<file path="src/sv/lrf_pkg.sv">
// ============================================================================
// lrf_pkg
// Shared types, constants and helpers for the lidar repulsion field block.
// ============================================================================
package lrf_pkg;

    typedef enum logic [4:0] {
        ST_IDLE,
        ST_ANG,
        ST_CDIV,
        ST_HDIV,
        ST_FMUL,
        ST_FDIV,
        ST_TRIG,
        ST_XMUL,
        ST_YMUL,
        ST_STEP,
        ST_SQX,
        ST_SQY,
        ST_SQSUM,
        ST_ROOT,
        ST_NXMUL,
        ST_NXSTART,
        ST_NXWAIT,
        ST_NYSTART,
        ST_NYWAIT,
        ST_TAN,
        ST_TTRIG,
        ST_TXMUL,
        ST_TYMUL,
        ST_OUT
    } state_t;

    localparam logic [2:0] CFG_START_ANGLE = 3'd0;
    localparam logic [2:0] CFG_END_ANGLE   = 3'd1;
    localparam logic [2:0] CFG_ANGLE_STEP  = 3'd2;
    localparam logic [2:0] CFG_CONE_WIDTH  = 3'd3;
    localparam logic [2:0] CFG_REP_WEIGHT  = 3'd4;

    localparam int BACK_LIMIT    = 14297;
    localparam int HALF_PI_Q13   = 12868;
    localparam int PI_Q13        = 25736;
    localparam int CORDIC_GAIN   = 39797;
    localparam int TANGENT_Q12   = 30720;
    localparam int REP_RANGE     = 700;
    localparam int NEAR_LIMIT    = 350;
    localparam int MIN_RANGE     = 50;
    localparam int FRONT_INIT    = 10000;
    localparam int NEAREST_INIT  = 100000;
    localparam int F_DIVISOR     = 490000;
    // repulsion magnitude: floor((256*n^2 + F_BIAS) / 30625) via reciprocal
    // multiply by F_RECIP = ceil(2^F_SHIFT / 30625), exact for n up to 650
    localparam int F_BIAS        = 15312;
    localparam int F_RECIP       = 143609682;
    localparam int F_SHIFT       = 42;
    localparam int SQ_THRESH     = 16;
    localparam int UNIT_Q12      = 4096;
    localparam int Q14_ONE       = 16384;

    localparam int CORDIC_STEPS  = 16;
    localparam int CORDIC_W      = 20;
    localparam int DIV_NUM_W     = 48;
    localparam int DIV_DEN_W     = 32;

    function automatic logic [15:0] atan_q16(input logic [3:0] i);
        logic [15:0] v;
        case (i)
            4'd0:  v = 16'd51472;
            4'd1:  v = 16'd30386;
            4'd2:  v = 16'd16055;
            4'd3:  v = 16'd8150;
            4'd4:  v = 16'd4091;
            4'd5:  v = 16'd2047;
            4'd6:  v = 16'd1024;
            4'd7:  v = 16'd512;
            4'd8:  v = 16'd256;
            4'd9:  v = 16'd128;
            4'd10: v = 16'd64;
            4'd11: v = 16'd32;
            4'd12: v = 16'd16;
            4'd13: v = 16'd8;
            4'd14: v = 16'd4;
            4'd15: v = 16'd2;
            default: v = 16'd0;
        endcase
        return v;
    endfunction

    // round to nearest, halves away from zero, divide by 2^14
    function automatic logic signed [17:0] round_q14(input logic signed [31:0] p);
        logic [31:0] mag;
        logic [31:0] q;
        logic signed [17:0] r;
        mag = p[31] ? 32'(-p) : 32'(p);
        q   = (mag + 32'd8192) >> 14;
        r   = $signed(q[17:0]);
        return p[31] ? -r : r;
    endfunction

endpackage

</file>
<file path="src/sv/lrf_cordic.sv">
// ============================================================================
// lrf_cordic
// Iterative sine/cosine unit, one rotation per cycle, Q3.13 in, Q2.14 out.
// ============================================================================
module lrf_cordic (
    input  logic               aclk,
    input  logic               aresetn,
    input  logic               start,
    input  logic signed [15:0] angle,
    output logic               busy,
    output logic               done,
    output logic signed [15:0] sin_q14,
    output logic signed [15:0] cos_q14
);

    localparam int W = lrf_pkg::CORDIC_W;

    logic               busy_reg, busy_next;
    logic               done_reg, done_next;
    logic               neg_reg;
    logic signed [W-1:0] x_reg, y_reg, z_reg;
    logic signed [W-1:0] x_next, y_next, z_next;
    logic [3:0]         step_reg;
    logic signed [15:0] sin_reg, cos_reg;
    logic signed [16:0] a_ext, a_fold;
    logic               a_neg;
    logic signed [W-1:0] dx, dy, at;
    logic signed [W-1:0] xr, yr;
    logic signed [15:0] xc, yc;

    always_comb begin
        a_ext  = {angle[15], angle};
        a_neg  = 1'b0;
        a_fold = a_ext;
        if (a_ext > 17'(lrf_pkg::HALF_PI_Q13)) begin
            a_fold = a_ext - 17'(lrf_pkg::PI_Q13);
            a_neg  = 1'b1;
        end else if (a_ext < -17'(lrf_pkg::HALF_PI_Q13)) begin
            a_fold = a_ext + 17'(lrf_pkg::PI_Q13);
            a_neg  = 1'b1;
        end
    end

    always_comb begin
        dx = y_reg >>> step_reg;
        dy = x_reg >>> step_reg;
        at = $signed({4'b0, lrf_pkg::atan_q16(step_reg)});
        if (!z_reg[W-1]) begin
            x_next = x_reg - dx;
            y_next = y_reg + dy;
            z_next = z_reg - at;
        end else begin
            x_next = x_reg + dx;
            y_next = y_reg - dy;
            z_next = z_reg + at;
        end
        xr = (x_next + W'(2)) >>> 2;
        yr = (y_next + W'(2)) >>> 2;
        if (xr > W'(lrf_pkg::Q14_ONE))       xc = 16'(lrf_pkg::Q14_ONE);
        else if (xr < -W'(lrf_pkg::Q14_ONE)) xc = -16'(lrf_pkg::Q14_ONE);
        else                                 xc = xr[15:0];
        if (yr > W'(lrf_pkg::Q14_ONE))       yc = 16'(lrf_pkg::Q14_ONE);
        else if (yr < -W'(lrf_pkg::Q14_ONE)) yc = -16'(lrf_pkg::Q14_ONE);
        else                                 yc = yr[15:0];
    end

    always_comb begin
        busy_next = busy_reg;
        done_next = 1'b0;
        if (start && !busy_reg) begin
            busy_next = 1'b1;
        end else if (busy_reg && step_reg == 4'(lrf_pkg::CORDIC_STEPS - 1)) begin
            busy_next = 1'b0;
            done_next = 1'b1;
        end
    end

    always_ff @(posedge aclk) begin
        if (!aresetn) begin
            busy_reg <= 1'b0;
            done_reg <= 1'b0;
        end else begin
            busy_reg <= busy_next;
            done_reg <= done_next;
        end
    end

    always_ff @(posedge aclk) begin
        if (start && !busy_reg) begin
            x_reg    <= W'(lrf_pkg::CORDIC_GAIN);
            y_reg    <= '0;
            z_reg    <= {a_fold, 3'b000};
            neg_reg  <= a_neg;
            step_reg <= '0;
        end else if (busy_reg) begin
            x_reg    <= x_next;
            y_reg    <= y_next;
            z_reg    <= z_next;
            step_reg <= step_reg + 4'd1;
            if (step_reg == 4'(lrf_pkg::CORDIC_STEPS - 1)) begin
                cos_reg <= neg_reg ? -xc : xc;
                sin_reg <= neg_reg ? -yc : yc;
            end
        end
    end

    assign busy    = busy_reg;
    assign done    = done_reg;
    assign sin_q14 = sin_reg;
    assign cos_q14 = cos_reg;

endmodule

</file>
<file path="config.mk">
export PLATFORM = sky130hd
export DESIGN_NAME = lrf_cordic
export DESIGN_NICKNAME = d
export VERILOG_FILES = /design/src/sv/lrf_pkg.sv /design/src/sv/lrf_cordic.sv
export SDC_FILE = /design/constraint.sdc
export NUM_CORES = 1
export LEC_CHECK = 0
export ABC_AREA = 1
export BUFFER_PORTS_ARGS = -buffer_cell sky130_fd_sc_hd__buf_2
export CORE_MARGIN = 2
export CORE_UTILIZATION = 35
export DETAILED_ROUTE_END_ITERATION = 16
export SLEW_MARGIN = 40
export SYNTH_ARGS = -nofsm -noshare
export SYNTH_HDL_FRONTEND = slang
export SYNTH_SLANG_ARGS = --single-unit
</file>
<file path="constraint.sdc">
create_clock -name aclk -period 6.9 [get_ports aclk]
set_input_delay 0 -clock aclk [delete_from_list [all_inputs] [get_ports aclk]]
set_output_delay 0 -clock aclk [all_outputs]
set_load 0.005 [all_outputs]
</file>
==> results_dict.tcl <==
set metrics [dict create \
    outcome "completed" \
    regToRegEndpoint "cos_q14[10]" \
    antenna_cells_inserted 0 \
    timing.final.hold_violations 0 \
    totalNegativeSetupSlack_ns 0 \
    post-route-worst-setup-slack_ns 0.6517 \
    final-setup-viol-count 0 \
    number_of_global_route_vias_before_repair 13850 \
    layout-drive-gt1-share 0.09405 \
    vias_per_inst 5.196 \
    tritoncts "built" \
    avgRoutedWirePerCell_um 15.09 \
    setup.reg_to_reg.worst_slack_ns 0.65 \
    grt_start_max_net_pins 47 \
    grt_overflow_total 0 \
    synthDominantCellAreaShare 0.1910 \
    drt_first_iter_violations 1112 \
    io-pin-count 53 \
    clock_root_buffer "sky130_fd_sc_hd__clkbuf_16" \
    end_kind "flop" \
    postPlaceCellArea_mm2 0.01423 \
    hp-start "angle[7]" \
    die_h_um 200.1 \
    fp.dieArea_mm2 0.04005 \
    critical_path_arrival_ns 6.42 \
    synth_area_leaders "sky130_fd_sc_hd__nand2_1 (19%), sky130_fd_sc_hd__nand3_1 (11%), sky130_fd_sc_hd__edfxtp_1 (11%)" \
    final_nets 2370 \
    synthToLayoutAreaGrowth_pct 10.76 \
    max_cap_violations 0 \
    achievable-frequency_mhz 160.0 \
    std_cell_rows 71 \
    relSlewSlack 0.4724 \
    synth.yosys.warnings 0 \
    timing_max_transition_violations_final 0 \
    postSynthNetCount 2331 \
    cp-start-kind "flop" \
    h-tree-depth 4 \
    async_flop_share 0 \
    clk_pin_slew_worst_paths_ns 0.05 \
    starting_density_of_the_core 0.3566 \
    worstPathMaxFanout 28 \
    dp_hpwl_mm 33.73 \
    timing_worst_slew_pin_value_ns 0.7866 \
    grt_max_usage_layer "met2" \
    stdcell_area_mm2 0.01491 \
    number_of_stages_on_the_worst_hold_path 3 \
    synth_cells 2234 \
    cell_taking_the_most_area_after_synthesis "sky130_fd_sc_hd__nand2_1" \
    clock_insertion_delay_worst_skew_ns 0.43 \
    clock_skew_ns 0.01092 \
    grt_pass1_wl_mm 68.99 \
    drt_pass1_iterations 6 \
    worst_min_delay_path_category "primary input to flop" \
    critical_path.max_stage_delay_ns 0.38 \
    finalCritPeriodShare 0.9056 \
    clock_path_buffers 2 \
    postRouteAntennaNets 0 \
    final_critical_path_required_period_ns 6.248 \
    setup_repair_after_global_routing_missed_its_margin "no" \
    fillCellCount 4096 \
    routing_usage_on_met3 0.03238 \
    wl_mm 42.22 \
    syn-mean-instance-area_um2 6.026 \
    chip_width_um 200.1 \
    finalWeightedCongestion 0.9412 \
    drc 0 \
    global_route.usage.met1 0.2682 \
    tritoncts.num_buffers 17 \
    synth.yosys.seq_area_share 0.2082 \
    synth.cell_area_mm2 0.01346 \
    synth.ff_latch_count 115 \
    post_synth_num_cell_types 65 \
    io_buffers 52 \
    ys.flop_type "sky130_fd_sc_hd__dfxtp_1" \
    worst_path_most_repeated_cell "sky130_fd_sc_hd__nand2_1" \
    critical_path.slowest_cell "sky130_fd_sc_hd__ha_1" \
    dp_worst_setup_slack_ns 0.6533 \
    met2_usage 0.3668 \
    r2r-start "step_reg[1]" \
    post-cts-setup-buffers 0 \
    route.vias.total 14530 \
    tritoncts_num_sinks 115 \
    worstHoldEndpoint "z_reg[10]" \
    grt_use_total 0.2097 \
    critPathKind "flop to flop" \
    required_ns 7.08 \
    r2r_cells 38 \
    coreArea_mm2 0.03776 \
    synth_enable_flop_cells 50 \
    number_of_antenna_violations_at_the_first_check_in_global_routing 0 \
]
-- stage by stage --
step                      hold WS, ns  utilization  cells
final                         0.02222       0.3949   2797
after global routing          0.03501       0.3949   2797
after CTS                    0.003842       0.3946   2797
after detailed placement       0.2886       0.3769   2760
after global placement         0.2815       0.3751   2756
after floorplan                0.1405            -   2234
-- repair_timing --
action | 4_1_cts | 5_1_grt
resized for setup | 0 | 3
setup endpoints to repair | 0 | 10
hold endpoints to repair | 6 | 0
hold buffers | 5 | 0
-- cells in the final DEF (no fill, tap or decap), drive strengths merged, types with 3 or more instances in the layout --
| master | Yosys | routed |
|---|---|---|
| a21oi | 75 | 75 |
| a22o | 3 | 3 |
| a22oi | 5 | 5 |
| a31oi | 5 | 5 |
| and2 | 3 | 3 |
| buf | 33 | 69 |
| bufinv | 0 | 4 |
| clkbuf | 21 | 21 |
| clkinv | 1 | 9 |
| dfxtp | 65 | 65 |
| dlygate4sd3 | 0 | 5 |
| edfxtp | 50 | 50 |
| fa | 3 | 3 |
| ha | 75 | 75 |
| inv | 308 | 307 |
| nand2 | 730 | 730 |
| nand3 | 317 | 317 |
| nand3b | 4 | 4 |
| nand4 | 40 | 40 |
| nor2 | 205 | 205 |
| nor3 | 30 | 30 |
| nor4 | 5 | 5 |
| o211ai | 10 | 10 |
| o21ai | 111 | 111 |
| o21bai | 3 | 3 |
| o221ai | 3 | 3 |
| o22ai | 25 | 25 |
| o31ai | 3 | 3 |
| or2 | 7 | 7 |
| xnor2 | 24 | 24 |
| xor2 | 53 | 53 |
-- synthesized netlist by cell type (4+ instances only) --
master	instances
sky130_fd_sc_hd__o21ai_0	99
sky130_fd_sc_hd__nand3_2	11
sky130_fd_sc_hd__buf_6	8
sky130_fd_sc_hd__buf_1	6
sky130_fd_sc_hd__or2_2	5
sky130_fd_sc_hd__ha_1	75
sky130_fd_sc_hd__buf_2	11
sky130_fd_sc_hd__dfxtp_1	65
sky130_fd_sc_hd__nand4_1	39
sky130_fd_sc_hd__xor2_1	52
sky130_fd_sc_hd__xnor2_1	24
sky130_fd_sc_hd__nor2_1	187
sky130_fd_sc_hd__nand2_2	39
sky130_fd_sc_hd__nand3_1	302
sky130_fd_sc_hd__buf_4	8
sky130_fd_sc_hd__nor2_2	11
sky130_fd_sc_hd__o21ai_1	9
sky130_fd_sc_hd__nand2_4	6
sky130_fd_sc_hd__o22ai_1	25
sky130_fd_sc_hd__nand3_4	4
sky130_fd_sc_hd__a22oi_1	5
sky130_fd_sc_hd__a31oi_1	5
sky130_fd_sc_hd__nand2_1	685
sky130_fd_sc_hd__inv_2	20
sky130_fd_sc_hd__nor3_1	30
sky130_fd_sc_hd__a21oi_1	73
sky130_fd_sc_hd__nor2_4	5
sky130_fd_sc_hd__nor4_1	5
sky130_fd_sc_hd__edfxtp_1	50
sky130_fd_sc_hd__inv_1	286
sky130_fd_sc_hd__clkbuf_1	21
sky130_fd_sc_hd__o211ai_1	7
-- per-layer routing --
metal  up-vias  share of wire
li1       7399              -
met2       426           0.48
met4         0          0.019
met3        66          0.054
met1      6643           0.45
met5         -              0
-- worst max path at each step --
stage                      startpoint          end  cells after the start
after floorplan           step_reg[0]  sin_q14[14]                     39
after global placement    step_reg[0]  cos_q14[12]                     39
after detailed placement  step_reg[0]  cos_q14[12]                     39
after CTS                 step_reg[0]  cos_q14[12]                     39
after global routing      step_reg[1]  cos_q14[10]                     37
final                     step_reg[1]  cos_q14[10]                     38
-- area by class of cell --
class	count	area (µm²)	area share
clock buffers	21	461.7	0.03096
clock inverters	11	156.4	0.01049
inverters	309	1171	0.07854
multi-input cells	1756	9203	0.6172
flip-flops and latches	115	2803	0.1880
well taps	511	639.4	0.04288
repair buffers	74	476.7	0.03197
-- critical path, delay by kind of cell (launching register included) --
family	cells	cell delay [ns]
xor gates and xnor gates	2	0.28
adders and majority gates	3	0.82
buffers and inverters	4	0.77
DFF	1	0.34
and+or+nand+nor	29	3.76
-- kinds of logic after synthesis --
family                   share of synthesized area
XOR/XNOR                                   0.05066
buffers and inverters                       0.1095
adder cells (fa/ha/maj)                    0.07417
AO/OA/AOI/OAI                               0.1100
flip-flops                                  0.2082
AND/OR/NAND/NOR                             0.4475
Power is left out: the tool's default activity adds up to more than one toggle a clock period on the data nets, which glitch-free logic cannot reach.
