File: src/sv/lrf_div.sv
// ============================================================================
// lrf_div
// Restoring unsigned divider, one quotient bit per cycle.
// ============================================================================
module lrf_div #(
    parameter int NUM_W = 48,
    parameter int DEN_W = 32
) (
    input  logic             aclk,
    input  logic             aresetn,
    input  logic             start,
    input  logic [NUM_W-1:0] num,
    input  logic [DEN_W-1:0] den,
    output logic             busy,
    output logic             done,
    output logic [NUM_W-1:0] quot
);

    localparam int CNT_W = $clog2(NUM_W);

    logic             busy_reg, done_reg;
    logic [NUM_W-1:0] q_reg;
    logic [DEN_W-1:0] rem_reg, den_reg;
    logic [CNT_W-1:0] cnt_reg;
    logic [DEN_W:0]   trial;
    logic             fits;
    logic             last_bit;

    assign trial    = {rem_reg, q_reg[NUM_W-1]};
    assign fits     = trial >= {1'b0, den_reg};
    assign last_bit = cnt_reg == CNT_W'(NUM_W - 1);

    always_ff @(posedge aclk) begin
        if (!aresetn) begin
            busy_reg <= 1'b0;
            done_reg <= 1'b0;
        end else begin
            done_reg <= busy_reg && last_bit;
            if (start && !busy_reg) begin
                busy_reg <= 1'b1;
            end else if (busy_reg && last_bit) begin
                busy_reg <= 1'b0;
            end
        end
    end

    always_ff @(posedge aclk) begin
        if (start && !busy_reg) begin
            q_reg   <= num;
            rem_reg <= '0;
            den_reg <= den;
            cnt_reg <= '0;
        end else if (busy_reg) begin
            rem_reg <= fits ? DEN_W'(trial - {1'b0, den_reg}) : trial[DEN_W-1:0];
            q_reg   <= {q_reg[NUM_W-2:0], fits};
            cnt_reg <= cnt_reg + CNT_W'(1);
        end
    end

    assign busy = busy_reg;
    assign done = done_reg;
    assign quot = q_reg;

endmodule

File: config.mk
export PLATFORM = sky130hd
export DESIGN_NAME = lrf_div
export DESIGN_NICKNAME = d
export VERILOG_FILES = /design/src/sv/lrf_div.sv
export SDC_FILE = /design/constraint.sdc
export NUM_CORES = 1
export LEC_CHECK = 0
export ABC_AREA = 1
export BUFFER_PORTS_ARGS = -buffer_cell sky130_fd_sc_hd__buf_2
export CELL_PAD_IN_SITES_DETAIL_PLACEMENT = 1
export CELL_PAD_IN_SITES_GLOBAL_PLACEMENT = 2
export CORE_MARGIN = 2
export CORE_UTILIZATION = 32
export DETAILED_ROUTE_END_ITERATION = 7
export GPL_TIMING_DRIVEN = 1
export HOLD_SLACK_MARGIN = 0.05
export PLACE_DENSITY = 0.88
export SYNTH_ARGS = -nofsm -noshare
export SYNTH_HDL_FRONTEND = slang
export SYNTH_SLANG_ARGS = --single-unit
File: constraint.sdc
create_clock -name aclk -period 3.3 [get_ports aclk]
set_input_delay 0.99 -clock aclk [delete_from_list [all_inputs] [get_ports aclk]]
set_output_delay 0.99 -clock aclk [all_outputs]
set_load 0.01 [all_outputs]
==> flow_metrics.py, run 1 <==
metrics = {
    "synth": {
        "async_reset_ff_share_pct": 0,
        "ys.flop_type": "edfxtp_1",
        "syn_area_per_cell_um2": 7.094,
        "synth_nets": 1183,
        "postSynthCellCount": 1066,
        "yosys.cell_types.count": 38,
        "synth_top_area_share_pct": 31.77,
        "synth_seq_area_share_pct": 42.36,
        "syn_area_um2": 7562,
        "netlist_top_cells_area": "edfxtp_1, nand2_1, dfxtp_1",
        "synth_edf_count": 80,
        "synth_top_area_cell": "edfxtp_1",
        "yosysWarnings": 0,
        "synth_seq_cells": 120,
    },
    "worst_setup_path": {
        "crit_path_start_kind": "flop",
        "critPathBufInv": 3,
        "r2r_cells": 15,
        "crit_chain": "inv_1 -> ha_1 -> nand2_1 -> inv_1 -> nand2_1 -> nand2_1 -> inv_1 -> nand3_2 -> nand2_1 -> nand2_1 -> nand2_4 -> nand2_4 -> nand2_1 -> nand3_1 -> o21ai_1",
        "cp_num_cells": 15,
        "required_ns": 3.66,
        "rrSetupSlack_ns": 0.58,
        "crit_family": "simple AND/OR/NAND/NOR gates",
        "crit_path_max_incr_delay_ns": 0.38,
        "cp.arrival_ns": 3.07,
        "cp_max_fo": 34,
        "cp-end-kind": "flop",
        "crit_slowest_cell": "edfxtp_1",
        "critical_path_class": "flop to flop",
        "cp_common_cell": "nand2_1",
    },
    "global_routing": {
        "antenna_found_initial": 1,
        "grt_max_degree": 64,
        "grt_remaining_overflow": 0,
        "grt_pass1_vias": 7322,
        "track_usage_pct": 19.34,
        "grt_pass1_wl_um": 37380,
    },
    "worst_hold_path": {
        "hold_path_depth": 1,
        "min_path_type": "flop to flop",
    },
    "timing": {
        "tightest_slew_ns": 0.6867,
        "period_minus_slack_ns": 2.718,
        "fin_skew_ns": 0.01631,
        "slew_viol_final": 0,
        "setup_viol": 0,
        "setup_tns_ns": 0,
        "rsz0062_at_grt": "no",
        "max_freq_mhz": 368.0,
        "fin_crit_sh_pct": 82.35,
        "slew_headroom_pct": 54.22,
        "finalHoldViolCount": 0,
    },
    "drt": {
        "routed_wl_um": 22990,
        "routedWlPerCell_um": 15.00,
        "drt_first_pass_iters": 4,
        "drc": 0,
        "drt_iter0_markers": 254,
        "ant_nets": 0,
        "vias": 7082,
        "viasPerCell": 4.623,
    },
    "pwr": {
        "total_power_uw": 6368,
        "peakVddDrop_mv": 0.2675,
        "power.density_nw_per_um2": 693.2,
        "p_leak_uw": 0.004849,
    },
    "die": {
        "fp.dieW_um": 157.7,
        "rows": 56,
        "initial_utilization_pct": 32.41,
        "dieArea_um2": 24880,
        "core-area_um2": 23330,
        "die_h_um": 157.7,
        "pin_count": 133,
    },
    "finish": {
        "fin_nets": 1317,
        "layout-drive-gt1-share_pct": 16.65,
        "largest_register_ffs": 48,
        "layout_common_cells": "nand2_1, inv_1, buf_2",
        "area_growth_pct": 21.48,
        "diodes": 0,
        "final_common_cell": "nand2_1",
    },
    "clock_tree": {
        "worstSkewPairLatency_ns": 0.44,
        "root_buffer": "clkbuf_16",
        "cts-htree-levels": 4,
        "cts-resized-gates": 0,
        "cts_setup_buffers": 0,
        "cts_sinks": 120,
        "clk_pin_slew_ns": 0.07,
        "numCtsBuffers": 17,
        "cts_tree": "built",
        "clock_path_buffers": 2,
        "cts_hold_buf": 0,
    },
    "job": {
        "drv_cap": 0,
    },
    "placement": {
        "gp_congestion": 0.8903,
        "dpl.hpwl_um": 17470,
        "io_buffer_count": 132,
    },
    "status": {
        "status": "finished clean",
    },
}
-- layer usage --
layer / GRT usage [%] / wire, um / vias up
li1: - / - / 3580
met1: 23.95 / 10570 / 3329
met2: 32.86 / 10800 / 146
met3: 5.010 / 1278 / 25
met4: 6.104 / 338 / 2
met5: 0 / 8 / -
-- kinds of logic (layout without fill, tap and decap cells) --
kind of cell | Yosys count | in the layout | synth area share, %
DFF | 120 | 120 | 42.36
buffers and inverters | 214 | 361 | 11.25
and+or+nand+nor | 636 | 636 | 35.54
AOI/OAI and AO/OA | 48 | 48 | 3.508
xor gates and xnor gates | 14 | 14 | 1.621
adders and majority gates | 34 | 34 | 5.725
-- layout make-up --
type | instances | area, um^2
Sequential cell | 120 | 3203
Multi-Input combinational cell | 732 | 3516
Inverter | 188 | 705.7
Tap cell | 319 | 399.1
Clock inverter | 12 | 130.1
Fill cell | 3035 | 14150
Timing Repair Buffer | 141 | 753.2
Clock buffer | 20 | 479.2
-- synthesized netlist by cell type, types with 2 or more instances --
cell / count
nor3_1: 5
inv_1: 178
xnor2_1: 13
buf_1: 2
nand4_1: 11
nand2_1: 455
inv_2: 5
nor2_4: 3
dfxtp_1: 40
buf_2: 5
nor2_1: 40
nand2_2: 8
nor4_1: 2
nand3b_1: 12
clkbuf_1: 13
edfxtp_1: 80
buf_6: 5
nand3_1: 86
nor2_2: 6
o21ai_1: 11
and2_1: 3
a21oi_1: 23
ha_1: 33
o21a_1: 2
o21bai_1: 3
clkinv_1: 5
o21ai_0: 5
nand2_4: 2
-- power breakdown --
part | switching (uW) | internal, uW
clock network | 821 | 1150
logic | 1550 | 839
registers | 144 | 1860
-- path summary, 6_finish.rpt --
| path | endpoint | startpoint |
|---|---|---|
| min | done$_SDFF_PN0_ | cnt_reg[4]$_SDFFE_PP0P_ |
| max reg2reg | rem_reg[2]$_SDFFE_PP0P_ | den_reg[8]$_DFFE_PP_ |
| max | rem_reg[2]$_SDFFE_PP0P_ | den_reg[8]$_DFFE_PP_ |
| min reg2reg | done$_SDFF_PN0_ | cnt_reg[4]$_SDFFE_PP0P_ |
-- stage by stage --
stage / instance area [um^2] / hold WS, ns / setup slack, ns / std cells / utilization, %
final: 9186 / 0.4326 / 0.5824 / 1532 / 39.37
after global routing: 9186 / 0.4391 / 0.2484 / 1532 / 39.37
after CTS: 9186 / 0.4289 / 0.4770 / 1532 / 39.37
after detailed placement: 8577 / 0.4193 / 0.5258 / 1500 / 36.76
after global placement: 8577 / 0.4070 / 0.6017 / 1500 / 36.76
after floorplan: 7562 / 0.3981 / 0.1841 / 1066 / -
(Power assumes the default switching activity.)
==> inputs of run 2 (changes only) <==
--- a/config.mk
+++ b/config.mk
@@ -10,11 +10,11 @@
 export CELL_PAD_IN_SITES_DETAIL_PLACEMENT = 1
 export CELL_PAD_IN_SITES_GLOBAL_PLACEMENT = 2
 export CORE_MARGIN = 2
-export CORE_UTILIZATION = 32
+export CORE_UTILIZATION = 29
 export DETAILED_ROUTE_END_ITERATION = 7
 export GPL_TIMING_DRIVEN = 1
 export HOLD_SLACK_MARGIN = 0.05
-export PLACE_DENSITY = 0.88
+export PLACE_DENSITY = 0.84
 export SYNTH_ARGS = -nofsm -noshare
 export SYNTH_HDL_FRONTEND = slang
 export SYNTH_SLANG_ARGS = --single-unit
==> constraint.sdc (replaced) <==
create_clock -name aclk -period 2.2 [get_ports aclk]
set_input_delay 0.66 -clock aclk [delete_from_list [all_inputs] [get_ports aclk]]
set_output_delay 0.66 -clock aclk [all_outputs]
set_load 0.01 [all_outputs]
==> run 2 against run 1 <==
Net effect: clock skew fell by 0.0029 ns; flip-flop and latch count did not move; count of clock-buffer cells in the layout fell by 2; setup slack got worse by 0.50 ns; largest cell class unchanged.
==> flow_metrics.py, run 2 (synthesis results as in run 1) <==
metrics = {
    "status": {
        "status": "finished clean",
    },
    "clock_tree": {
        "numCtsBuffers": 17,
        "cts-htree-levels": 4,
        "cts_sinks": 120,
        "clock_path_buffers": 2,
        "worstSkewPairLatency_ns": 0.44,
        "cts_hold_buf": 0,
        "cts_tree": "built",
        "root_buffer": "clkbuf_16",
        "clk_pin_slew_ns": 0.07,
    },
    "finish": {
        "layout_common_cells": "nand2_1, inv_1, buf_2",
        "area_growth_pct": 39.89,
        "final_common_cell": "nand2_1",
        "fin_nets": 1403,
        "layout-drive-gt1-share_pct": 30.33,
        "fin_util_pct": 40.94,
        "diodes": 0,
        "seqCellArea_um2": 3203,
        "multiInputGateArea_um2": 4126,
        "instances_no_fill": 1634,
        "largest_register_ffs": 48,
        "n_fill_cell": 3263,
    },
    "global_routing": {
        "grt_remaining_overflow": 0,
        "use_met1_pct": 23.70,
        "grt_pass1_vias": 7676,
        "grtUsageMet3_pct": 5.170,
        "track_usage_pct": 19.27,
        "global_route.usage.met2_pct": 33.38,
        "grt_pass1_wl_um": 40520,
        "grt_max_degree": 64,
        "antenna_found_initial": 2,
        "busiest_layer": "met2",
    },
    "timing": {
        "period_minus_slack_ns": 2.119,
        "setup_viol": 0,
        "fin_skew_ns": 0.01339,
        "rsz0062_at_grt": "yes",
        "whs_ns": 0.3917,
        "finalHoldViolCount": 0,
        "slew_viol_final": 0,
        "max_freq_mhz": 472.0,
        "fin_ws_ns": 0.08134,
        "slew_headroom_pct": 69.64,
        "fin_crit_sh_pct": 96.30,
        "tightest_slew_ns": 0.4554,
    },
    "worst_setup_path": {
        "critical_path_class": "flop to flop",
        "cp-end-kind": "flop",
        "cp_max_fo": 5,
        "r2r_cells": 16,
        "cp.arrival_ns": 2.45,
        "crit_path_start_kind": "flop",
        "required_ns": 2.53,
    },
    "placement": {
        "dpl.cell_count": 1582,
        "dp_slack_ns": -0.1772,
        "gp_congestion": 0.8922,
        "io_buffer_count": 132,
        "dpl.hpwl_um": 19150,
    },
    "worst_hold_path": {
        "hold_path_depth": 1,
        "min_path_type": "input pin to flop",
    },
    "drt": {
        "drc": 0,
        "routed_wl_um": 26010,
        "viasPerCell": 4.583,
        "vias": 7489,
        "routedWlPerCell_um": 15.92,
        "drt_iter0_markers": 332,
        "drt_first_pass_iters": 4,
        "ant_nets": 0,
    },
    "die": {
        "core-area_um2": 25840,
        "dieArea_um2": 27380,
        "fp.dieW_um": 165.5,
        "pin_count": 133,
        "die_h_um": 165.5,
        "rows": 59,
        "initial_utilization_pct": 29.27,
    },
    "job": {
        "drv_cap": 0,
    },
    "pwr": {
        "power.density_nw_per_um2": 1052,
        "peakVddDrop_mv": 0.4551,
        "p_leak_uw": 0.005379,
    },
}
-- run 2: cell types whose count changed in the layout (fill, tap and decap cells not counted), moves of 9 or more --
cell / delta
buf_4: +73
ha_1: -27
ha_4: +26
inv_1: -9
inv_2: +10
nand2_1: -46
nand2_2: +41
nand3_1: -11
nand3_2: +11
-- run 2: worst paths after layout --
check                          startpoint                        to  slack (ns)
setup reg to reg    den_reg[22]$_DFFE_PP_  rem_reg[25]$_SDFFE_PP0P_        0.08
setup / recovery    den_reg[22]$_DFFE_PP_  rem_reg[25]$_SDFFE_PP0P_        0.08
hold reg to reg   cnt_reg[4]$_SDFFE_PP0P_           done$_SDFF_PN0_        0.43
hold / removal                     den[6]      den_reg[6]$_DFFE_PP_        0.39
-- run 2: where the power goes --
group / switching, uW / leakage (uW) / internal [uW] / total, uW
combinational: 2850 / 0.00399 / 2370 / 5220
clock: 1230 / 0.000266 / 1580 / 2820
sequential: 295 / 0.00113 / 2800 / 3090
total: 4380 / 0.00538 / 6750 / 11100
-- run 2: repair_timing --
action,CTS,global route
endpoints found under the hold margin,0,0
setup endpoints to repair,33,33
cloned,0,3
gates resized for setup,21,118
setup buffers,1,16
pin swaps,1,25
-- run 2: metal layers --
metal / routed length [um] / share of wire, % / up-vias
li1: - / - / 3758
met1: 11500 / 44 / 3529
met2: 12570 / 48 / 168
met3: 1544 / 5.9 / 30
met4: 366 / 1.4 / 4
met5: 33 / 0.13 / -
-- run 2: worst max-delay path, stage by stage (launching register included) --
cell	delay, ns
edfxtp_1	0.38
inv_2	0.08
ha_4	0.23
nand2_1	0.09
nand2_2	0.08
a21oi_2	0.16
nand2_1	0.09
nand2_1	0.09
nand2_2	0.10
nor2_8	0.14
buf_4	0.17
clkbuf_16	0.15
nand3_1	0.07
nand2_1	0.06
inv_1	0.04
nand2_1	0.05
nand2_1	0.04
-- run 2: through the flow --
stage | area, um^2 | TNS [ns] | total power, uW
after floorplan | 7565 | 0 | 5657
after global placement | 9155 | -0.4060 | 7249
after detailed placement | 9155 | -1.242 | 7330
after CTS | 9817 | 0 | 10320
after global routing | 10580 | -1.196 | 11910
final | 10580 | 0 | 11130
-- run 2: final cells by class --
class	instances	area share, %
Clock buffer	18	4.057
Inverter	188	6.671
Tap cell	335	3.962
Timing Repair Buffer	227	14.69
Sequential cell	120	30.28
Multi-Input combinational cell	732	39.01
Clock inverter	14	1.336
==> inputs of run 3 (changes only) <==
--- a/config.mk
+++ b/config.mk
@@ -9,7 +9,7 @@
 export BUFFER_PORTS_ARGS = -buffer_cell sky130_fd_sc_hd__buf_2
 export CELL_PAD_IN_SITES_DETAIL_PLACEMENT = 1
 export CELL_PAD_IN_SITES_GLOBAL_PLACEMENT = 2
-export CORE_MARGIN = 2
+export CORE_MARGIN = 4
 export CORE_UTILIZATION = 29
 export DETAILED_ROUTE_END_ITERATION = 7
 export GPL_TIMING_DRIVEN = 1
==> run 3 against run 2 <==
Net effect: count of clock-buffer cells in the layout fell by 1; global-route usage shrank 1.6 points; core utilization shrank 0.11 points; final cell count fell by 2.0%; power fell by 1.4%; sequential share of layout area grew 0.63 points; setup slack lost 0.0067 ns; non-clock buffer count is 28 lower; design area shrank 2.0%; clock skew rose by 0.0016 ns; flip-flop and latch count stayed put; critical endpoint is now rem_reg[7]$_SDFFE_PP0P_; largest power group unchanged.
==> flow_metrics.py, run 3 (synthesis results as in run 1) <==
metrics = {
    "pwr": {
        "p_int_uw": 6723,
        "switching_share_pct": 38.77,
        "power.density_nw_per_um2": 1058,
        "peakVddDrop_mv": 0.5255,
        "total_power_uw": 10980,
        "power_frac_comb_pct": 43.9,
        "p_leak_uw": 0.005232,
        "power_frac_clock_pct": 28.0,
        "p_seq_share_pct": 28.1,
        "p_sw_uw": 4256,
    },
    "finish": {
        "diodes": 0,
        "multiInputGateArea_um2": 4075,
        "final_common_cell": "nand2_1",
        "layout-drive-gt1-share_pct": 27.85,
        "area_growth_pct": 37.16,
        "seqCellArea_um2": 3206,
        "layout_common_cells": "nand2_1, inv_1, buf_2",
        "largest_register_ffs": 48,
        "fin_util_pct": 40.84,
        "n_fill_cell": 3186,
        "fin_nets": 1375,
    },
    "clock_tree": {
        "clock_path_buffers": 2,
        "numCtsBuffers": 17,
        "clk_pin_slew_ns": 0.06,
        "cts_sinks": 120,
        "cts-htree-levels": 4,
        "root_buffer": "clkbuf_16",
        "cts_tree": "built",
        "worstSkewPairLatency_ns": 0.44,
    },
    "drt": {
        "routed_wl_um": 25680,
        "drt-met1-wl_um": 11500,
        "dr.max_layer_used": "met5",
        "drc": 0,
        "wl_met3_um": 1475,
        "drt_first_pass_iters": 5,
        "dr_wl_met2_um": 12210,
        "viasPerCell": 4.586,
        "routedWlPerCell_um": 16.04,
        "vias": 7342,
        "ant_nets": 0,
        "drt_iter0_markers": 285,
    },
    "global_routing": {
        "grt_pass1_wl_um": 40210,
        "grt_max_degree": 61,
        "antenna_found_initial": 3,
        "grt_remaining_overflow": 0,
        "track_usage_pct": 17.65,
        "grt_pass1_vias": 7792,
    },
    "worst_setup_path": {
        "required_ns": 2.56,
        "cp_max_fo": 7,
        "crit_path_start_kind": "flop",
        "r2r_cells": 14,
        "cp.arrival_ns": 2.48,
        "cp_common_cell": "nand2_1",
        "crit_path_max_incr_delay_ns": 0.38,
        "crit_chain": "inv_2 -> ha_4 -> nand2_1 -> nand2_1 -> nand2_1 -> nand2_2 -> a21oi_4 -> nand2_4 -> nor2_8 -> nand2_8 -> clkbuf_16 -> nand2_1 -> nand3_1 -> o21ai_1",
        "critical_path_class": "flop to flop",
        "cp-end-kind": "flop",
        "crit_slowest_cell": "edfxtp_1",
    },
    "die": {
        "rows": 58,
        "pin_count": 133,
        "core-area_um2": 25400,
        "fp.dieW_um": 169.5,
        "initial_utilization_pct": 29.77,
        "dieArea_um2": 28720,
        "die_h_um": 169.5,
    },
    "timing": {
        "setup_tns_ns": 0,
        "finalHoldViolCount": 0,
        "slew_viol_final": 0,
        "whs_ns": 0.4025,
        "slew_headroom_pct": 74.61,
        "max_freq_mhz": 470.5,
        "setup_viol": 0,
        "fin_skew_ns": 0.01502,
        "fin_crit_sh_pct": 96.61,
        "tightest_slew_ns": 0.3773,
        "period_minus_slack_ns": 2.125,
    },
    "placement": {
        "io_buffer_count": 132,
        "dpl.hpwl_um": 19150,
        "gp_congestion": 0.8708,
    },
    "worst_hold_path": {
        "min_path_type": "input pin to flop",
        "hold_path_depth": 1,
    },
    "status": {
        "status": "finished clean",
    },
    "job": {
        "drv_cap": 0,
    },
}
==> run 3: cell types whose count changed in the layout (fill, tap and decap cells not counted), sizes merged <==
cell	before	now
buf	224	196
clkbuf	21	20
inv	190	193
bufinv	1	3
clkinvlp	4	1
clkinv	7	6
==> run 3: area by class of cell <==
cell class / instances / share of cell area (%)
repair buffers: 199 / 12.96
well taps: 330 / 3.981
clock buffers: 17 / 4.101
multi-input cells: 732 / 39.29
clock inverters: 15 / 1.966
inverters: 188 / 6.803
flip-flops and latches: 120 / 30.90
==> run 3: critical path, delay by kind of cell, from the launching register on <==
family	cells	cell delay, ns
AO/OA/AOI/OAI	2	0.26
flip-flops	1	0.38
buffers and inverters	2	0.27
adder cells (fa/ha/maj)	1	0.22
AND/OR/NAND/NOR	9	0.91
==> run 3: repair_timing <==
item / CTS / global route
gates cloned: 1 / 3
hold buffers: 0 / 0
setup buffers: 0 / 5
setup endpoints to repair: 19 / 33
pin swaps: 0 / 19
gates resized for setup: 11 / 117
==> run 3: power groups by stage <==
stage	clock network, uW	registers [uW]	logic [uW]
floorplan	0	3060	2590
global placement	0	3050	4050
detailed placement	0	3060	4110
CTS	3160	3030	4190
global route	3250	3140	5360
finish	3070	3090	4820
==> run 3: path summary, 6_finish.rpt <==
check                                from  slack [ns]                      end
setup reg to reg    den_reg[26]$_DFFE_PP_        0.07  rem_reg[7]$_SDFFE_PP0P_
hold / removal                     den[4]        0.40     den_reg[4]$_DFFE_PP_
hold reg to reg   cnt_reg[4]$_SDFFE_PP0P_        0.45          done$_SDFF_PN0_
setup / recovery    den_reg[26]$_DFFE_PP_        0.07  rem_reg[7]$_SDFFE_PP0P_
==> run 3: metrics by stage <==
stage	worst slack [ns]	cells	cell area, um^2
floorplan	0.2249	1066	7565
global placement	-0.02985	1560	9021
detailed placement	-0.08663	1560	9021
CTS	0.02245	1593	9727
global route	-0.03200	1601	10370
finish	0.07461	1601	10370
==> run 3: per-layer routing <==
metal,vias to the layer above,global-route usage (%)
li1,3702,-
met1,3436,22.32
met2,161,29.32
met3,37,5.218
met4,6,5.215
met5,-,0
